$ cat config.mk
export PLATFORM = sky130hd
export DESIGN_NAME = mlp_forward_pass_sigmoid_unit
export DESIGN_NICKNAME = d
export VERILOG_FILES = /design/src/hw/rtl/mlpfs_pkg.sv /design/src/hw/rtl/mlp_forward_pass_sigmoid_unit.sv /design/src/hw/rtl/mlpfs_ram.sv /design/src/hw/rtl/mlpfs_mac.sv
export SDC_FILE = /design/constraint.sdc
export NUM_CORES = 2
export LEC_CHECK = 0
export BUFFER_PORTS_ARGS = -buffer_cell sky130_fd_sc_hd__buf_2
export CORE_MARGIN = 3
export CORE_UTILIZATION = 35
export DETAILED_ROUTE_END_ITERATION = 10
export SLEW_MARGIN = 40
export SYNTH_ARGS = -nofsm -noshare
export SYNTH_HDL_FRONTEND = slang
export SYNTH_SLANG_ARGS = --single-unit
$ cat constraint.sdc
create_clock -name clk_i -period 8.8 [get_ports clk_i]
set_input_delay 0 -clock clk_i [delete_from_list [all_inputs] [get_ports clk_i]]
set_output_delay 0 -clock clk_i [all_outputs]
set_load 0.02 [all_outputs]
$ cat src/hw/rtl/mlpfs_pkg.sv
// ----------------------------------------------------------------------------
// mlpfs_pkg
// Shared types, codes and the sigmoid lookup table of the MLP forward pass unit.
// ----------------------------------------------------------------------------
package mlpfs_pkg;

  typedef enum logic [1:0] {
    CMD_WEIGHT = 2'd0,
    CMD_BIAS   = 2'd1,
    CMD_INPUT  = 2'd2,
    CMD_RUN    = 2'd3
  } cmd_e;

  localparam int VAL_W  = 16;
  localparam int PROD_W = 32;
  localparam int ACC_W  = 36;
  localparam int SIG_W  = 13;
  localparam int IDX_W  = 3;

  // parameter memory: weights at {0,sel,dest,src}, biases at {1,000,sel,dest}
  localparam int PRM_DEPTH = 144;
  localparam int PRM_AW    = 8;

  // value memory: {bank, index}
  localparam int VAL_DEPTH = 32;
  localparam int VAL_AW    = 5;
  localparam logic [1:0] BANK_IN = 2'd0;
  localparam logic [1:0] BANK_A  = 2'd1;
  localparam logic [1:0] BANK_B  = 2'd2;

  typedef struct packed {
    logic             v;
    logic             bias;
    logic             last;
    logic             zero;
    logic             vok;
    logic [IDX_W-1:0] dest;
  } mac_tok_t;

  typedef struct packed {
    logic             v;
    logic [IDX_W-1:0] idx;
    logic [SIG_W-1:0] value;
  } wr_req_t;

  typedef logic [255:0][SIG_W-1:0] sig_tab_t;

  function automatic sig_tab_t build_sig_table();
    sig_tab_t         tab;
    logic [63:0]      e;
    logic [63:0]      den;
    logic [63:0]      num;
    logic [63:0]      dsh;
    logic [SIG_W-1:0] sig;
    tab = '0;
    e   = 64'd1040706261;
    for (int k = 0; k < 128; k++) begin
      den = (64'd1 << 30) + e;
      num = (64'd1 << 42) + (den >> 1);
      sig = '0;
      for (int b = SIG_W - 1; b >= 0; b--) begin
        dsh = den << b;
        if (num >= dsh) begin
          num    = num - dsh;
          sig[b] = 1'b1;
        end
      end
      tab[8'(128 + k)] = sig;
      tab[8'(127 - k)] = 13'd4096 - sig;
      e = (e * 64'd1008687096 + (64'd1 << 29)) >> 30;
    end
    return tab;
  endfunction

  localparam sig_tab_t SIG_TABLE = build_sig_table();

endpackage

$ cat src/hw/rtl/mlp_forward_pass_sigmoid_unit.sv
// ----------------------------------------------------------------------------
// mlp_forward_pass_sigmoid_unit
// Weight, bias and input writes leave the unit idle; the next transaction is taken at once.
// A run steps through every layer: for each destination node, a bias step and then
// one parameter-memory read per multiply-accumulate, after which the results are
// emitted. One item is processed at a time.
// Reset clears control and input valid bits; weights and biases need writing.
// ----------------------------------------------------------------------------
module mlp_forward_pass_sigmoid_unit #(
  parameter int INPUT_NODES   = 4,
  parameter int HIDDEN_NODES  = 8,
  parameter int OUTPUT_NODES  = 4,
  parameter int HIDDEN_LAYERS = 1,
  parameter int MAX_WIDTH     = 8
) (
  input  logic        clk_i,
  input  logic        rst_ni,
  input  logic        s_axis_tvalid,
  output logic        s_axis_tready,
  input  logic [23:0] s_axis_tdata,  // dest_index[2:0], source_index[5:3], data_value[21:6]
  input  logic [2:0]  s_axis_tuser,  // command[1:0], layer_select[2]
  output logic        m_axis_tvalid,
  input  logic        m_axis_tready,
  output logic [15:0] m_axis_tdata,  // out_index[1:0], out_value[14:2]
  output logic        m_axis_tlast
);
  import mlpfs_pkg::*;

  localparam int IN_W   = INPUT_NODES  < MAX_WIDTH ? INPUT_NODES  : MAX_WIDTH;
  localparam int HID_W  = HIDDEN_NODES < MAX_WIDTH ? HIDDEN_NODES : MAX_WIDTH;
  localparam int OUT_W  = OUTPUT_NODES < MAX_WIDTH ? OUTPUT_NODES : MAX_WIDTH;
  localparam int NTRANS = HIDDEN_LAYERS + 1;
  localparam int EMIT_N = OUT_W < 4 ? OUT_W : 4;
  localparam int TW     = $clog2(NTRANS);
  localparam logic [TW-1:0] LAST_T  = TW'(NTRANS - 1);
  localparam logic [3:0]    IN_N    = 4'(IN_W);
  localparam logic [3:0]    HID_N   = 4'(HID_W);
  localparam logic [3:0]    OUT_N   = 4'(OUT_W);
  localparam logic [1:0]    EMIT_LST = 2'(EMIT_N - 1);
  localparam logic [1:0]    OUT_BANK = ((NTRANS - 1) % 2 == 1) ? BANK_B : BANK_A;

  localparam logic [2:0] ST_IDLE    = 3'd0;
  localparam logic [2:0] ST_BIAS    = 3'd1;
  localparam logic [2:0] ST_MAC     = 3'd2;
  localparam logic [2:0] ST_DRAIN   = 3'd3;
  localparam logic [2:0] ST_EMIT_RD = 3'd4;
  localparam logic [2:0] ST_EMIT_LD = 3'd5;

  logic [2:0]       state_q, state_d;
  logic [TW-1:0]    trans_q, trans_d;
  logic [IDX_W-1:0] dest_q, dest_d, src_q, src_d;
  logic [1:0]       emit_q, emit_d;
  logic [7:0]       in_valid_q, in_valid_d;
  logic             out_valid_q, out_valid_d;
  logic [1:0]       out_idx_q, out_idx_d;
  logic [SIG_W-1:0] out_val_q, out_val_d;
  logic             out_last_q, out_last_d;

  cmd_e             cmd;
  logic             lsel;
  logic [IDX_W-1:0] in_dest, in_src;
  logic [VAL_W-1:0] in_val;
  logic             s_fire, m_fire, load_out;
  logic             d_ok, s_ok, in_ok;
  logic             t_first, t_last;
  logic [3:0]       src_n, dst_n;
  logic             src_end, dst_end;
  logic [1:0]       src_bank, dest_bank;

  logic              p_we;
  logic [PRM_AW-1:0] p_waddr, p_raddr;
  logic [VAL_W-1:0]  p_rdata;
  logic              v_we;
  logic [VAL_AW-1:0] v_waddr, v_raddr;
  logic [VAL_W-1:0]  v_wdata, v_rdata;

  mac_tok_t tok;
  wr_req_t  wr;
  logic     mac_busy;

  assign cmd     = cmd_e'(s_axis_tuser[1:0]);
  assign lsel    = s_axis_tuser[2];
  assign in_dest = s_axis_tdata[2:0];
  assign in_src  = s_axis_tdata[5:3];
  assign in_val  = s_axis_tdata[21:6];

  assign s_axis_tready = (state_q == ST_IDLE);
  assign s_fire        = s_axis_tvalid && s_axis_tready;
  assign m_fire        = m_axis_tvalid && m_axis_tready;

  assign d_ok  = lsel ? ({1'b0, in_dest} < OUT_N) : ({1'b0, in_dest} < HID_N);
  assign s_ok  = lsel ? ({1'b0, in_src} < HID_N) : ({1'b0, in_src} < IN_N);
  assign in_ok = {1'b0, in_dest} < IN_N;

  assign t_first   = (trans_q == '0);
  assign t_last    = (trans_q == LAST_T);
  assign src_n     = t_first ? IN_N : HID_N;
  assign dst_n     = t_last ? OUT_N : HID_N;
  assign src_end   = (src_q == 3'(src_n - 4'd1));
  assign dst_end   = (dest_q == 3'(dst_n - 4'd1));
  assign src_bank  = t_first ? BANK_IN : (trans_q[0] ? BANK_A : BANK_B);
  assign dest_bank = trans_q[0] ? BANK_B : BANK_A;

  // parameter memory
  always_comb begin
    p_we    = s_fire && ((cmd == CMD_WEIGHT && d_ok && s_ok) || (cmd == CMD_BIAS && d_ok));
    p_waddr = (cmd == CMD_BIAS) ? {1'b1, 3'b000, lsel, in_dest} : {1'b0, lsel, in_dest, in_src};
    p_raddr = (state_q == ST_BIAS) ? {1'b1, 3'b000, t_last, dest_q}
                                   : {1'b0, t_last, dest_q, src_q};
  end

  // value memory
  always_comb begin
    if (wr.v) begin
      v_we    = 1'b1;
      v_waddr = {dest_bank, wr.idx};
      v_wdata = {3'b000, wr.value};
    end else begin
      v_we    = s_fire && cmd == CMD_INPUT && in_ok;
      v_waddr = {BANK_IN, in_dest};
      v_wdata = in_val;
    end
    if (state_q == ST_EMIT_RD || state_q == ST_EMIT_LD) begin
      v_raddr = {OUT_BANK, 1'b0, emit_q};
    end else begin
      v_raddr = {src_bank, src_q};
    end
  end

  always_comb begin
    tok.v    = (state_q == ST_BIAS) || (state_q == ST_MAC);
    tok.bias = (state_q == ST_BIAS);
    tok.last = (state_q == ST_MAC) && src_end;
    tok.zero = !t_first && !t_last;
    tok.vok  = !t_first || in_valid_q[src_q];
    tok.dest = dest_q;
  end

  mlpfs_ram #(.WIDTH(VAL_W), .DEPTH(PRM_DEPTH)) u_prm_ram (
    .clk_i   (clk_i),
    .we_i    (p_we),
    .waddr_i (p_waddr),
    .wdata_i (in_val),
    .raddr_i (p_raddr),
    .rdata_o (p_rdata)
  );

  mlpfs_ram #(.WIDTH(VAL_W), .DEPTH(VAL_DEPTH)) u_val_ram (
    .clk_i   (clk_i),
    .we_i    (v_we),
    .waddr_i (v_waddr),
    .wdata_i (v_wdata),
    .raddr_i (v_raddr),
    .rdata_o (v_rdata)
  );

  mlpfs_mac u_mac (
    .clk_i   (clk_i),
    .rst_ni  (rst_ni),
    .tok_i   (tok),
    .vdata_i (v_rdata),
    .pdata_i (p_rdata),
    .wr_o    (wr),
    .busy_o  (mac_busy)
  );

  assign load_out = (state_q == ST_EMIT_LD) && (!out_valid_q || m_axis_tready);

  always_comb begin
    state_d     = state_q;
    trans_d     = trans_q;
    dest_d      = dest_q;
    src_d       = src_q;
    emit_d      = emit_q;
    in_valid_d  = in_valid_q;
    out_valid_d = out_valid_q;
    out_idx_d   = out_idx_q;
    out_val_d   = out_val_q;
    out_last_d  = out_last_q;

    if (m_fire) begin
      out_valid_d = 1'b0;
    end
    if (load_out) begin
      out_valid_d = 1'b1;
      out_idx_d   = emit_q;
      out_val_d   = v_rdata[SIG_W-1:0];
      out_last_d  = (emit_q == EMIT_LST);
    end
    if (s_fire && cmd == CMD_INPUT && in_ok) begin
      in_valid_d[in_dest] = 1'b1;
    end

    unique case (state_q)
      ST_IDLE: begin
        if (s_fire && cmd == CMD_RUN) begin
          trans_d = '0;
          dest_d  = '0;
          src_d   = '0;
          state_d = ST_BIAS;
        end
      end
      ST_BIAS: begin
        src_d   = '0;
        state_d = ST_MAC;
      end
      ST_MAC: begin
        if (src_end) begin
          if (dst_end) begin
            state_d = ST_DRAIN;
          end else begin
            dest_d  = dest_q + 3'd1;
            state_d = ST_BIAS;
          end
        end else begin
          src_d = src_q + 3'd1;
        end
      end
      ST_DRAIN: begin
        if (!mac_busy) begin
          if (t_last) begin
            emit_d  = '0;
            state_d = ST_EMIT_RD;
          end else begin
            trans_d = trans_q + TW'(1);
            dest_d  = '0;
            state_d = ST_BIAS;
          end
        end
      end
      ST_EMIT_RD: begin
        state_d = ST_EMIT_LD;
      end
      ST_EMIT_LD: begin
        if (load_out) begin
          if (emit_q == EMIT_LST) begin
            state_d = ST_IDLE;
          end else begin
            emit_d  = emit_q + 2'd1;
            state_d = ST_EMIT_RD;
          end
        end
      end
      default: begin
        state_d = ST_IDLE;
      end
    endcase
  end

  always_ff @(posedge clk_i or negedge rst_ni) begin
    if (!rst_ni) begin
      state_q     <= ST_IDLE;
      trans_q     <= '0;
      dest_q      <= '0;
      src_q       <= '0;
      emit_q      <= '0;
      in_valid_q  <= '0;
      out_valid_q <= 1'b0;
    end else begin
      state_q     <= state_d;
      trans_q     <= trans_d;
      dest_q      <= dest_d;
      src_q       <= src_d;
      emit_q      <= emit_d;
      in_valid_q  <= in_valid_d;
      out_valid_q <= out_valid_d;
    end
  end

  always_ff @(posedge clk_i) begin
    out_idx_q  <= out_idx_d;
    out_val_q  <= out_val_d;
    out_last_q <= out_last_d;
  end

  assign m_axis_tvalid = out_valid_q;
  assign m_axis_tdata  = {1'b0, out_val_q, out_idx_q};
  assign m_axis_tlast  = out_last_q;

endmodule

$ cat src/hw/rtl/mlpfs_ram.sv
// ----------------------------------------------------------------------------
// mlpfs_ram
// Generic single-write, single-read RAM with registered read data.
// ----------------------------------------------------------------------------
module mlpfs_ram #(
  parameter int WIDTH = 16,
  parameter int DEPTH = 32
) (
  input  logic                     clk_i,
  input  logic                     we_i,
  input  logic [$clog2(DEPTH)-1:0] waddr_i,
  input  logic [WIDTH-1:0]         wdata_i,
  input  logic [$clog2(DEPTH)-1:0] raddr_i,
  output logic [WIDTH-1:0]         rdata_o
);

  logic [WIDTH-1:0] mem_q [DEPTH];

  always_ff @(posedge clk_i) begin
    if (we_i) begin
      mem_q[waddr_i] <= wdata_i;
    end
    rdata_o <= mem_q[raddr_i];
  end

endmodule

$ cat src/hw/rtl/mlpfs_mac.sv
// ----------------------------------------------------------------------------
// mlpfs_mac
// Multiply-accumulate pipeline: operand select and multiply, accumulate,
// round and saturate to Q4.12, sigmoid lookup and node write-back request.
// ----------------------------------------------------------------------------
module mlpfs_mac (
  input  logic                    clk_i,
  input  logic                    rst_ni,
  input  mlpfs_pkg::mac_tok_t     tok_i,
  input  logic [mlpfs_pkg::VAL_W-1:0] vdata_i,
  input  logic [mlpfs_pkg::VAL_W-1:0] pdata_i,
  output mlpfs_pkg::wr_req_t      wr_o,
  output logic                    busy_o
);
  import mlpfs_pkg::*;

  mac_tok_t p1_q, p2_q, p3_q, p4_q;
  mac_tok_t p3_d;
  logic signed [VAL_W-1:0]  op_a, op_b;
  logic signed [PROD_W-1:0] prod_d, prod_q;
  logic signed [ACC_W-1:0]  acc_d, acc_q, rnd;
  logic signed [ACC_W-13:0] shq;
  logic [VAL_W-1:0]         sat;
  logic [7:0]               idx_d, idx_q;

  // stage 1: memory data arrives, multiply
  always_comb begin
    op_a   = p1_q.bias ? 16'sd4096 : (p1_q.vok ? signed'(vdata_i) : '0);
    op_b   = p1_q.zero ? '0 : signed'(pdata_i);
    prod_d = op_a * op_b;
  end

  // stage 2: accumulate
  always_comb begin
    acc_d = acc_q;
    if (p2_q.v) begin
      acc_d = p2_q.bias ? ACC_W'(prod_q) : acc_q + ACC_W'(prod_q);
    end
  end

  // only the final product of a node moves on to rounding
  always_comb begin
    p3_d   = p2_q;
    p3_d.v = p2_q.v && p2_q.last;
  end

  // stage 3: round half up, saturate, table index
  always_comb begin
    rnd = acc_q + ACC_W'(2048);
    shq = rnd[ACC_W-1:12];
    if (shq > 24'sd32767) begin
      sat = 16'h7FFF;
    end else if (shq < -24'sd32768) begin
      sat = 16'h8000;
    end else begin
      sat = shq[VAL_W-1:0];
    end
    idx_d = {~sat[15], sat[14:8]};
  end

  always_ff @(posedge clk_i or negedge rst_ni) begin
    if (!rst_ni) begin
      p1_q <= '0;
      p2_q <= '0;
      p3_q <= '0;
      p4_q <= '0;
    end else begin
      p1_q <= tok_i;
      p2_q <= p1_q;
      p3_q <= p3_d;
      p4_q <= p3_q;
    end
  end

  always_ff @(posedge clk_i) begin
    prod_q <= prod_d;
    acc_q  <= acc_d;
    idx_q  <= idx_d;
  end

  // stage 4: sigmoid lookup, write-back
  assign wr_o.v     = p4_q.v;
  assign wr_o.idx   = p4_q.dest;
  assign wr_o.value = SIG_TABLE[idx_q];
  assign busy_o     = p1_q.v | p2_q.v | p3_q.v | p4_q.v;

endmodule

After elaboration in Yosys (flattened, before gate mapping)
Memory sizes are Yosys's and may differ from the RTL's. A register that Yosys moved wholly into a read port is not among the register bits.
Cells that the tools add are included.
Widths: inputs -> output; s select.
{"block": "classes", "multipliers": 1, "order_cmp": 8, "reduce_logical": 31, "n_eq_ne": 20, "add_sub_neg": 8, "mux": 53, "n_bitwise": 5}
{"op": "$mux 16", "count": 5}
{"op": "$mux 3", "count": 14}
{"op": "$add 36x13->36 const B", "count": 1}
{"op": "$add 36x32->36", "count": 1}
{"op": "$mux 36", "count": 1}
{"op": "$mul 16x16->32", "count": 1}
{"op": "$gt 24x16->1 const B", "count": 1}
{"op": "$lt 24x16->1 const B", "count": 1}
{"op": "$pmux 3 s3", "count": 2}
{"op": "$pmux 3 s6", "count": 1}
{"op": "$mux 8", "count": 2}
{"op": "$ne 2x2->1 const B", "count": 8}
{"op": "$mux 1", "count": 15}
{"op": "$logic_and 1x1->1", "count": 13}
{"op": "$mux 13", "count": 1}
{"op": "$mux 2", "count": 6}
{"op": "$mux 5", "count": 2}
{"op": "$lt 8x9->1 const B", "count": 1}
{"op": "$lt 3x4->1 const B", "count": 2}
{"op": "$or 8x8->8", "count": 1}
{"op": "$add 3x1->3 const B", "count": 2}
{"op": "$eq 2x2->1 const B", "count": 3}
{"op": "$eq 3x2->1 const B", "count": 2}
{"op": "$eq 3x3->1", "count": 2}
{"op": "25 further kinds", "count": 38}
{"block": "totals", "romBits": 3328, "mem_count": 3, "inputBits": 31, "ff_bits": 134, "wordCells": 156, "output_inout_bits": 19, "ramBits": 2816}
{"name": "(name not given)", "words": 256, "word_bits": 13, "read_ports": 1, "rd_ports_with_merged_regs": 0, "wr": 0, "line_no": "mlpfs_mac.sv:84", "text": "assign wr_o.value = SIG_TABLE[idx_q];"}
{"name": "u_prm_ram.mem_q", "words": 144, "word_bits": 16, "read_ports": 1, "rd_ports_with_merged_regs": 1, "wr": 1, "line_no": "mlpfs_ram.sv:17", "text": "logic [WIDTH-1:0] mem_q [DEPTH];"}
{"name": "u_val_ram.mem_q", "words": 32, "word_bits": 16, "read_ports": 1, "rd_ports_with_merged_regs": 1, "wr": 1, "line_no": "mlpfs_ram.sv:17"}

Longest topological paths before layout
{"block": "depth", "ltp_word": 8, "mapped_depth": 28, "mapped_depth_nobuf": 25}

Cells and area by module
Synthesis repeated with hierarchy kept, for this count alone.
{"block": "hier_totals", "cells_unflattened": 7353, "area_unflattened_um2": 128539.5}
{"module": "mlpfs_ram at u_prm_ram", "seq_area_each_um2": 69506.7, "n_inst": 1, "area_per_inst_um2": 89418.3, "cells_per_inst": 4098}
{"module": "mlpfs_ram at u_val_ram", "seq_area_each_um2": 15695.1, "n_inst": 1, "area_per_inst_um2": 20535.9, "cells_per_inst": 1143}
{"module": "mlpfs_mac", "seq_area_each_um2": 2432.3, "n_inst": 1, "area_per_inst_um2": 16453.3, "cells_per_inst": 1918}
{"module": "mlp_forward_pass_sigmoid_unit", "seq_area_each_um2": 1006.0, "n_inst": 1, "area_per_inst_um2": 2132.0, "cells_per_inst": 194}

Least setup slack after synthesis
No wires, ideal clock.
{"block": "synth_timing", "kind": "flip-flop to flip-flop", "start": "register u_mac.p1_q[6] in the netlist's numbering", "end": "register u_mac.prod_q[31]", "arrival_ps": 6639, "n_path_buf": 3, "required_time_ps": 8668, "period_less_slack_ps": 6771, "slack_ps": 2029, "setup_ps": 132, "stages_incl_launch_ff": 26, "cell_sequence": "dfrtp_1 -> nor2b_1 -> clkbuf_1 -> clkbuf_1 -> and2_1 -> clkbuf_1 -> nand2_1 -> fa_1 -> fa_1 -> fa_1 -> inv_1 -> fa_1 -> fa_1 -> inv_1 -> fa_1 -> inv_1 -> ha_1 -> a21o_1 -> a21o_1 -> a21oi_1 -> o21ai_0 -> a221o_1 -> a31oi_1 -> o211ai_1 -> a2111oi_0 -> nor3b_1"}
{"block": "synth_between", "elab_chain_len": 2}
{"element": "from (decl)", "line_no": "mlpfs_mac.sv:17", "text": "mac_tok_t p1_q, p2_q, p3_q, p4_q;"}
{"element": "from (signal assigned)", "line_no": "mlpfs_mac.sv:68", "text": "p1_q <= tok_i;"}
{"element": "$mux 16", "line_no": "mlpfs_mac.sv:28", "text": "op_a = p1_q.bias ? 16'sd4096 : (p1_q.vok ? signed'(vdata_i) : '0);"}
{"element": "$mul 16x16->32", "line_no": "mlpfs_mac.sv:30", "text": "prod_d = op_a * op_b;"}
{"element": "named net u_mac.prod_d[31]", "line_no": "mlpfs_mac.sv:20", "text": "logic signed [PROD_W-1:0] prod_d, prod_q;"}
{"element": "to (signal assigned)", "line_no": "mlpfs_mac.sv:76", "text": "prod_q <= prod_d;"}
{"element": "to (decl)", "line_no": "mlpfs_mac.sv:20"}
The timed path passes the listed nets, and every way through them passes these cells.
A chain may end at the register's enable or synchronous reset.

Final worst setup path
{"block": "layout_timing", "start": "register u_mac.p1_q[6] in the netlist's numbering", "end": "register u_mac.prod_q[30]"}
Same word-level chain as after synthesis.

==> qor.yml <==
sta:
  slew_violations: 0
  tns_ns: 0
  setup_viol: 0
  fmax_ghz: 0.1310
  worst_pin_slew_ns: 0.8946
  slew_headroom: 0.4024
  hold_violations: 0
  fin_ws_ns: 1.168
  rsz0062_at_grt: "no"
  timing.final.crit_share: 0.8673
  fin_crit_ns: 7.632
  skew_ns: 0.06076
routing:
  via_per_inst: 5.006
  post_drt_wl_per_cell_um: 22.49
  ant_nets: 0
  dr.pass1.iters: 5
  drtIter0Drc: 6537
  dr_total_vias: 65315
  drt_wl_total_mm: 293.4
  drc_errors: 0
worst_setup_path:
  critPathMostFrequentCell: "fa_1"
  crit_fanout: 58
  crit_family: "adder cells"
  critPathKind: "flip-flop to flip-flop"
  worstPathArrival_ns: 8.38
  critPathBufInv: 5
  worstSetupStartpointType: "flip-flop"
  slowest_stage: "fa_1"
  cp-end-kind: "flip-flop"
  crit_path_max_incr_delay_ns: 0.54
  crit_required_ns: 9.55
synth:
  muxShareOfSynthArea: 0.1263
  synthArstFlopShare: 0.01505
  synth_area_leaders: "edfxtp_1, mux4_2, fa_1"
  synth_top_family_by_area: "multiplexers"
  ys_seq_elements: 2790
  syn_area_um2: 119900
  synthSimpleGateAreaFrac: 0.05804
  synthAdderAreaFrac: 0.05822
  synth.most_common_cell: "edfxtp_1"
  synth_warnings: 0
  synth.largest_area_cell: "edfxtp_1"
  syn_avg_cell_area_um2: 17.44
  synth_edf_count: 2676
  synth_top_flop_cell: "edfxtp_1"
  synth_xor_area_frac: 0.004749
  synth-compound-area-share: 0.03577
  synth_seq_area_share: 0.6912
  synth_top_area_frac: 0.6704
  synth_cell_types: 78
  syn_inst: 6872
  synth_common_cells: "edfxtp_1, nand2_1, mux4_2"
global_route:
  grtUsageTotal: 0.1675
  grt_pass1_wl_mm: 437.7
  grt_max_degree: 105
  gr-total-overflow: 0
  antenna_found_initial: 26
  grt_pass1_vias: 67859
clock_tree:
  ctsResizeCount: 0
  clockBufferDepth: 4
  hold_buffers: 34
  cts_made_buffers: 299
  htree_levels: 5
  cts.sinks: 2790
  cts_setup_buffers: 0
  cts_root_buf: "clkbuf_16"
  cts.reportedPaths.clkPinSlew_ns: 0.06
  clk-insertion-delay-late_ns: 0.90
  tritoncts: "done"
die:
  rows: 214
  io-pin-count: 50
  initial_core_util: 0.3522
  coreArea_um2: 340300
  fp.dieW_um: 591.2
  die_area_um2: 349500
  die_y_um: 591.2
cells_and_area:
  multiInputGateArea_um2: 38680
  seq_area_um2: 82860
  nFillCells: 30530
  nets: 8694
  syn_to_final_growth_pct: 17.68
  drive_gt1_frac: 0.1702
placed_design:
  place_ws_ns: 0.9601
  io_buffers: 46
  place_hpwl_mm: 180.6
  gp_congestion: 0.8185
run_status:
  outcome: "finished clean"
hold_path:
  hold_path.class: "input port to flip-flop"
run:
  maxCapViolations: 0
## stage by stage
| step | std cells | util | hold slack, ns | instance area [um^2] |
|---|---|---|---|---|
| 2_1_floorplan | 8024 | - | -0.2956 | 124200 |
| 3_3_place_gp | 12433 | 0.3828 | 0.1049 | 130300 |
| 3_5_place_dp | 12459 | 0.3844 | 0.1124 | 130800 |
| 4_1_cts | 13034 | 0.4139 | 0.08152 | 140900 |
| 5_1_grt | 13041 | 0.4145 | 0.1027 | 141100 |
| 6_report | 13047 | 0.4145 | 0.1375 | 141100 |
## sequential cells by signal (all words and copies together) (netlist names), 8 cells and up
register	cells
u_prm_ram.mem_q	2304
u_val_ram.mem_q	320
u_mac.acc_q	36
u_mac.prod_q	32
u_prm_ram.rdata_o	16
u_val_ram.rdata_o	16
out_val_q	13
in_valid_q	8
u_mac.idx_q	8
## layer usage
layer	part of all wire	global-route usage
met4	0.028	0.04720
met1	0.41	0.2250
met3	0.069	0.02978
met5	0.00016	0
met2	0.49	0.2797
## final timing paths
kind / cells past startpoint / slack, ns / to / start
worst max-delay path: 25 / 1.17 / u_mac.prod_q[30] / u_mac.p1_q[6]
worst min-delay path: 2 / 0.14 / u_prm_ram.mem_q[94][13] / s_axis_tdata[19]
worst max register to register: 25 / 1.17 / u_mac.prod_q[30] / u_mac.p1_q[6]
worst min register to register: 0 / 0.35 / u_mac.p2_q[0] / u_mac.p1_q[0]
max in group asynchronous: 4 / 8.02 / t_last / rst_ni
min in group asynchronous: 4 / 0.25 / m_axis_tvalid / rst_ni
## area by class of cell
| type | count | area share |
|---|---|---|
| sequential | 2790 | 0.5873 |
| multi-input combinational | 4532 | 0.2742 |
| clock buffer | 363 | 0.05586 |
| tap | 4536 | 0.04023 |
| timing repair buffer | 312 | 0.02036 |
| clock inverter | 178 | 0.01307 |
| inverter | 328 | 0.008763 |
| antenna | 8 | 0.0001419 |
## logic make-up (layout without fill, tap and decap cells)
logic type,Yosys count,count (layout)
buffers and inverters,702,1181
adder cells (fa/ha/maj),400,400
other,1,1161
flip-flops,2790,2790
XOR/XNOR,65,65
multiplexers,698,698
AND/OR/NAND/NOR,1560,1560
AO/OA/AOI/OAI,656,656
## cells in the final DEF (no fill, tap or decap), drive strengths merged, types with 33 or more instances in the layout
cell | Yosys | final
o21ai | 135 | 135
nor3 | 33 | 33
o22ai | 39 | 39
conb | 1 | 1153
edfxtp | 2676 | 2676
nor2 | 208 | 208
clkinv | 1 | 123
ha | 137 | 137
a21o | 36 | 36
nand2 | 823 | 823
a311oi | 54 | 54
dfxtp | 72 | 72
clkbuf | 189 | 363
dfrtp | 42 | 42
and2 | 35 | 35
buf | 185 | 278
mux4 | 648 | 648
a31oi | 46 | 46
and3 | 180 | 180
dlygate4sd3 | 0 | 34
nand3 | 183 | 183
fa | 263 | 263
inv | 327 | 346
a21oi | 156 | 156
xnor2 | 40 | 40
Power is left out: the tool's default activity adds up to more than one toggle a clock period on the data nets, which glitch-free logic cannot reach.
